$ cat src/rtl/core/merge_insertion_sorter_core_defines.svh
// assertion macros shared by the sorter core
// the assertions sample on clk and are disabled while rst_n is low
`ifndef MERGE_INSERTION_SORTER_CORE_DEFINES_SVH
`define MERGE_INSERTION_SORTER_CORE_DEFINES_SVH

`ifndef ASSERT_OFF
`define MIS_ASSERT_IMP(lbl, ante, cons, msg) \
  lbl: assert property (@(posedge clk) disable iff (!rst_n) (ante) |-> (cons)) \
    else $error(msg);
`define MIS_ASSERT_NXT(lbl, ante, cons, msg) \
  lbl: assert property (@(posedge clk) disable iff (!rst_n) (ante) |=> (cons)) \
    else $error(msg);
`else
`define MIS_ASSERT_IMP(lbl, ante, cons, msg)
`define MIS_ASSERT_NXT(lbl, ante, cons, msg)
`endif

`endif

$ cat src/rtl/core/mis_pkg.sv
`default_nettype none

package mis_pkg;

  localparam int unsigned VAL_W = 31;

  typedef logic [VAL_W-1:0] val_t;

  // what a cell hands to the cell above it
  typedef struct packed {
    logic gt;
    val_t val;
  } cell_link_t;

  // per-cycle command broadcast to every cell
  typedef struct packed {
    logic ins;
    logic shift;
  } cell_ctrl_t;

endpackage

`default_nettype wire

$ cat src/rtl/core/mis_cell.sv
`default_nettype none

module mis_cell (
  input  wire                      clk,
  input  wire mis_pkg::cell_ctrl_t ctl,
  input  wire mis_pkg::val_t       ins_val,
  input  wire                      occ,
  input  wire mis_pkg::cell_link_t prev,
  input  wire mis_pkg::val_t       next_val,
  output mis_pkg::cell_link_t      link
);

  mis_pkg::val_t val_r;
  mis_pkg::val_t val_nxt;
  logic          gt_self;

  // an empty cell acts as plus infinity
  assign gt_self = !occ || (val_r > ins_val);

  always_comb begin
    val_nxt = val_r;
    if (ctl.ins && gt_self) begin
      // the item lands here unless the cell below is also larger
      val_nxt = prev.gt ? prev.val : ins_val;
    end else if (ctl.shift) begin
      val_nxt = next_val;
    end
  end

  always_ff @(posedge clk) begin
    val_r <= val_nxt;
  end

  assign link.gt  = gt_self;
  assign link.val = val_r;

endmodule

`default_nettype wire

$ cat config.mk
export PLATFORM = sky130hd
export DESIGN_NAME = mis_cell
export DESIGN_NICKNAME = d
export VERILOG_FILES = /design/src/rtl/core/merge_insertion_sorter_core_defines.svh /design/src/rtl/core/mis_pkg.sv /design/src/rtl/core/mis_cell.sv
export SDC_FILE = /design/constraint.sdc
export NUM_CORES = 1
export LEC_CHECK = 0
export BUFFER_PORTS_ARGS = -buffer_cell sky130_fd_sc_hd__buf_2
export CORE_UTILIZATION = 45
export DETAILED_ROUTE_END_ITERATION = 10
export PLACE_DENSITY = 0.83
export SYNTH_ARGS = -nofsm -noshare
export SYNTH_HDL_FRONTEND = slang
export SYNTH_SLANG_ARGS = --single-unit
$ cat constraint.sdc
create_clock -name clk -period 3.4 [get_ports clk]
set_input_delay 0.68 -clock clk [delete_from_list [all_inputs] [get_ports clk]]
set_output_delay 0.68 -clock clk [all_outputs]
set_load 0.02 [all_outputs]
==> results of run 1 <==
## cells in the mapped netlist
cell	instances	area share, %
inv_1	32	3.6
nand4_1	6	1.1
nand2_1	35	3.9
a211oi_2	32	12
nor4_4	1	0.63
o41ai_2	1	0.48
clkbuf_4	2	0.44
a21o_1	2	0.44
nand4_4	1	0.63
a221o_1	1	0.30
o21ai_0	32	4.7
buf_2	6	0.89
buf_4	3	0.67
a21boi_1	2	0.44
nand3b_1	1	0.22
nand4_2	1	0.37
o21ai_1	3	0.44
a21oi_1	44	6.5
nor4_1	1	0.19
nand3_1	35	5.2
nor3_1	1	0.15
nor2_1	34	3.8
and2_1	2	0.37
o22a_1	1	0.26
nor2b_1	1	0.19
edfxtp_1	31	28
o31a_1	1	0.26
a211oi_1	1	0.22
clkbuf_1	17	1.9
ha_1	31	11
nand2b_1	1	0.19
buf_8	3	1.3
mux2i_1	31	9.2
## placed cells by master (no fill, tap or decap), types with 2 or more instances in the layout
cell type  count
a211oi_2      31
ha_1          31
buf_4         13
nor2_1        34
nand4_1        6
mux2i_1       31
nand2_1       35
o21ai_1        3
clkbuf_8       5
inv_1         32
buf_2        129
a21oi_1       44
a21o_1         2
nand3_1       35
clkbuf_1       2
o21ai_0       32
edfxtp_1      31
## kinds of logic (layout without fill, tap and decap cells)
family,after synthesis,in the layout,synth area share [%]
multiplexers,31,31,9.20
AND/OR/NAND/NOR,120,120,16.9
buffers and inverters,63,182,8.79
AO/OA/AOI/OAI,120,120,26.0
adder cells (fa/ha/maj),31,31,11.5
flip-flops,31,31,27.6
## power groups by stage
stage | clock [mW] | sequential [mW] | combinational (mW)
floorplan | 0 | 0.632 | 0.441
global placement | 0 | 0.559 | 0.707
detailed placement | 0 | 0.561 | 0.737
CTS | 0.286 | 0.553 | 0.741
global route | 0.305 | 0.558 | 0.812
finish | 0.287 | 0.553 | 0.741
## per-layer routing
| layer | vias to the layer above | track usage [%] | wire length (um) |
|---|---|---|---|
| li1 | 1680 | - | - |
| met3 | 26 | 3.64 | 766 |
| met4 | 0 | 12.0 | 291 |
| met1 | 1632 | 28.5 | 3740 |
| met2 | 204 | 48.8 | 5250 |
| met5 | - | 0 | 0 |
## worst paths after layout
| path | start | slack [ns] | end | depth (start not counted) |
|---|---|---|---|---|
| worst min register to register | val_r[14] | 1.25 | val_r[24] | 5 |
| worst max-delay path | ins_val[25] | 0.30 | link[31] | 9 |
| worst max register to register | val_r[29] | 0.68 | val_r[19] | 8 |
| worst min-delay path | next_val[0] | 0.82 | val_r[0] | 3 |
## area by class of cell
type	instances	area [um^2]
Clock buffer	7	76.3
Timing Repair Buffer	142	743
Multi-Input combinational cell	302	2170
Inverter	32	120
Tap cell	99	124
Fill cell	667	3080
Clock inverter	1	5.00
Sequential cell	31	931
## worst reg2reg max path, stage by stage (launching register included)
cell and delay, ns:
edfxtp_1 0.42, ha_1 0.38, nand4_4 0.15, nor3_1 0.36, a211oi_4 0.12, buf_4 0.21
a21oi_1 0.15, o22a_1 0.30, buf_4 0.31
## through the flow
stage | instance area, um^2 | setup slack (ns) | power (mW)
final | 4170 | 0.301 | 1.58
after global routing | 4170 | 0.178 | 1.67
after CTS | 4170 | 0.280 | 1.58
after detailed placement | 4090 | 0.282 | 1.30
after global placement | 4090 | 0.301 | 1.27
after floorplan | 3370 | 0.222 | 1.07
==> flow_summary_export.csv, run 1 <==
group,metric,value,unit
worst_setup_path,startpoint_type,"primary input",
clock_tree,cts-root-buf,"clkbuf_8",
die,fp.coreArea,0.00725,mm^2
timing,skew,0.00449,ns
timing,tightest_slew,1.06,ns
clock_tree,cts_max_path_buffers,2,
clock_tree,cts_resized,0,
clock_tree,path_clk_slew,0.07,ns
synth,ys_ff_latch,31,
final_layout,area_growth,23.7,%
synth,postSynthAreaPerCell,8.52,um^2
worst_setup_path,slowest_stage,"nor4_4",
pwr,power_frac_comb,46.9,%
die,chipHeight,88.6,um
final_layout,diodes,0,
placed_design,dpl.cell_count,606,
synth,ys_seq_area_share,27.6,%
placed_design,gp_congestion,0.909,
pwr,sw_frac_of_total,40.5,%
final_layout,top_regs,"val_r (31)",
die,dieArea,0.00785,mm^2
clock_tree,post_cts_buffers,0,
route,drt_iter0_markers,271,
worst_setup_path,cpMostUsedCell,"buf_2",
die,ios,130,
worst_setup_path,cp.buffers_inverters,3,
pwr,clkPwrFrac,18.2,%
pwr,powerDensity,379,mW/mm^2
clock_tree,clock_latency,0.28,ns
global_route,grt_pass1_wl,15500,um
timing,setup_viol,0,
worst_setup_path,cpLargestDelayFamily,"simple AND/OR/NAND/NOR gates",
route,drcViolationCount,0,
final_layout,drive_gt1_share,36.3,%
global_route,antenna_found_initial,0,
final_layout,final_cells,614,
clock_tree,h-tree-depth,2,
pwr,net-switching-power,640,uW
timing,slew_violations,0,
clock_tree,cts_sinks,31,
final_layout,largest_register_ff_count,31,
placed_design,portBuffers,129,
worst_setup_path,critPathMaxFanout,4,
synth,postSynthNetCount,525,
route,routedWlPerCell,16.4,um
timing,fmax,323,MHz
run_status,status,"finished, final reports clean",
placed_design,dpl.hpwl,7700,um
timing,setup_tns,0,ns
die,initial_core_util,46.5,%
clock_tree,cts_tree,"built",
synth,syn_area,0.00337,mm^2
route,dr.pass1.iters,4,
die,rows,31,
run,max-cap-violations,0,
timing,period_minus_slack,3.10,ns
global_route,grt_pass1_vias,3474,
worst_setup_path,worst_ep_required_time,2.72,ns
timing,timing.final.crit_share,91.2,%
timing,slew_headroom,29.4,%
die,die_w,88.6,um
min_path,hold_path.class,"in -> reg",
timing,hold_violations,0,
pwr,seqPwrFrac,35.0,%
worst_setup_path,worst_ep_arrival_time,2.42,ns
timing,rsz0062_at_grt,"no",
pwr,ir_drop,0.192,mV
route,postRouteAntennaNets,0,
global_route,grt_usage,25.9,%
global_route,grt_overflow,0,
route,vias,3542,
synth,synth_cell_types,33,
synth,postSynthCellCount,396,
timing,hold_ws,0.819,ns
final_layout,largest_register,"val_r",
clock_tree,cts.hold.buffers_added,0,
final_layout,nets,643,
worst_setup_path,end_kind,"primary output",
route,totalWireLength,10100,um
route,via_per_inst,5.77,
clock_tree,numCtsBuffers,5,
pwr,leakage,1.96,nW
worst_setup_path,crit_type,"in -> out",
global_route,grt_max_degree,35,
synth,synth_warnings,0,
worst_setup_path,cp_slowest_stage_delay,0.38,ns
worst_setup_path,path_cells,"buf_2, inv_1, ha_1, nand4_2, nor4_4, o41ai_4, and2_2, o21ai_1, buf_2",
final_layout,utilization,57.5,%
pwr,internal_power,941,uW
(Power assumes the default switching activity.)
==> run 2: changes to the inputs <==
--- a/config.mk
+++ b/config.mk
@@ -7,8 +7,10 @@
 export LEC_CHECK = 0
 export BUFFER_PORTS_ARGS = -buffer_cell sky130_fd_sc_hd__buf_2
 export CORE_UTILIZATION = 45
+export CTS_BUF_LIST = sky130_fd_sc_hd__clkbuf_8 sky130_fd_sc_hd__clkbuf_16
 export DETAILED_ROUTE_END_ITERATION = 10
 export PLACE_DENSITY = 0.83
+export SETUP_SLACK_MARGIN = 0.1
 export SYNTH_ARGS = -nofsm -noshare
 export SYNTH_HDL_FRONTEND = slang
 export SYNTH_SLANG_ARGS = --single-unit
==> run 2 against run 1 <==
Via count decreased by 0.54%; largest cell class unchanged; design area unchanged; critical endpoint unchanged; register-to-register slack about the same; utilization unchanged; worst hold slack about the same; highest routed layer unchanged.
==> flow_summary_export.csv, run 2 (synthesis results as in run 1) <==
group,metric,value,unit
run_status,status,"finished, final reports clean",
timing,skew,0.00201,ns
route,vias,3523,
worst_setup_path,slowest_stage,"nor4_4",
final_layout,nets,643,
worst_setup_path,end_kind,"primary output",
final_layout,largest_register_ff_count,31,
route,via_per_inst,5.74,
final_layout,final_common_cell,"buf_2",
placed_design,gp_congestion,0.909,
clock_tree,cts-root-buf,"clkbuf_8",
placed_design,placed_area,0.00409,mm^2
global_route,grt_usage,25.9,%
pwr,powerDensity,377,mW/mm^2
timing,slew_violations,0,
clock_tree,cts_tree,"built",
die,initial_core_util,46.5,%
placed_design,portBuffers,129,
route,drcViolationCount,0,
route,routedWlPerCell,16.3,um
worst_setup_path,worst_ep_required_time,2.72,ns
die,ios,130,
timing,hold_ws,0.819,ns
final_layout,largest_register,"val_r",
worst_setup_path,critPathMaxFanout,4,
final_layout,diodes,0,
clock_tree,cts_max_path_buffers,2,
final_layout,utilization,57.5,%
run,max-cap-violations,0,
clock_tree,cts_sinks,31,
die,fp.coreArea,0.00725,mm^2
worst_setup_path,path_cells,"buf_2, inv_1, ha_1, nand4_2, nor4_4, o41ai_4, and2_2, o21ai_1, buf_2",
die,rows,31,
final_layout,layout_common_cells,"buf_2, a21oi_1, nand3_1, nand2_1",
die,die_w,88.6,um
global_route,grt_overflow,0,
die,chipHeight,88.6,um
global_route,grt_pass1_wl,15500,um
route,dr.pass1.iters,5,
final_layout,area_growth,23.7,%
global_route,grt_pass1_vias,3474,
final_layout,top_regs,"val_r (31)",
placed_design,dpl.hpwl,7700,um
clock_tree,numCtsBuffers,5,
worst_setup_path,worst_ep_arrival_time,2.42,ns
clock_tree,h-tree-depth,2,
timing,slew_headroom,30.1,%
clock_tree,cts_resized,0,
final_layout,drive_gt1_share,36.3,%
worst_setup_path,crit_type,"in -> out",
die,dieArea,0.00785,mm^2
route,drt_iter0_markers,271,
timing,timing.final.crit_share,91.2,%
pwr,ir_drop,0.192,mV
global_route,antenna_found_initial,0,
clock_tree,post_cts_buffers,0,
timing,period_minus_slack,3.10,ns
timing,hold_violations,0,
worst_setup_path,startpoint_type,"primary input",
timing,rsz0062_at_grt,"no",
route,totalWireLength,10000,um
clock_tree,clock_latency,0.28,ns
clock_tree,cts.hold.buffers_added,0,
timing,setup_viol,0,
worst_setup_path,cp_slowest_stage_delay,0.38,ns
route,postRouteAntennaNets,0,
min_path,hold_path.class,"in -> reg",
final_layout,final_cell_area,0.00417,mm^2
timing,setup_tns,0,ns
timing,fmax,323,MHz
worst_setup_path,cpMostUsedCell,"buf_2",
clock_tree,path_clk_slew,0.07,ns
global_route,grt_max_degree,35,
pwr,finalPower,1.57,mW
timing,tightest_slew,1.05,ns
pwr,leakage,1.97,nW
-- run 2: cell count changes in the layout (fill, tap and decap cells not counted) --
cell,previous run,this run
inv_1,32,34
clkbuf_1,2,0
-- run 2: through the flow --
step	setup slack, ns	std cells
detailed placement	0.282	606
global route	0.178	614
CTS	0.280	614
floorplan	0.222	396
global placement	0.301	606
finish	0.301	614
-- run 2: per-layer routing --
metal	track usage, %	vias up	wire, um
li1	-	1677	-
met1	28.5	1610	3780
met2	48.8	210	5210
met3	3.64	26	723
met4	12.0	0	293
met5	0	-	0
-- run 2: area by class of cell --
class / instances / area (um^2)
inverters: 32 / 120
clock buffers: 5 / 68.8
fillers: 667 / 3080
well taps: 99 / 124
multi-input cells: 302 / 2170
clock inverters: 3 / 12.5
flip-flops and latches: 31 / 931
repair buffers: 142 / 743
-- run 2: critical path: cells and delay by family --
| family | cells | cell delay [ns] |
|---|---|---|
| AOI/OAI and AO/OA | 2 | 0.31 |
| adders and majority gates | 1 | 0.33 |
| buffers and inverters | 3 | 0.32 |
| and+or+nand+nor | 3 | 0.78 |
-- run 2: final timing paths --
check	from	endpoint	slack [ns]	cells after the start
worst max-delay path	ins_val[25]	link[31]	0.30	9
worst min-delay path	next_val[0]	val_r[0]	0.82	3
worst max register to register	val_r[29]	val_r[15]	0.68	8
worst min register to register	val_r[14]	val_r[24]	1.25	5
-- run 2: report_power, final --
group          internal, mW  leakage (nW)  switching (mW)  total (mW)
Combinational         0.286          1.61           0.454       0.740
Sequential            0.511         0.310          0.0414       0.552
Clock                 0.138        0.0505           0.141       0.279
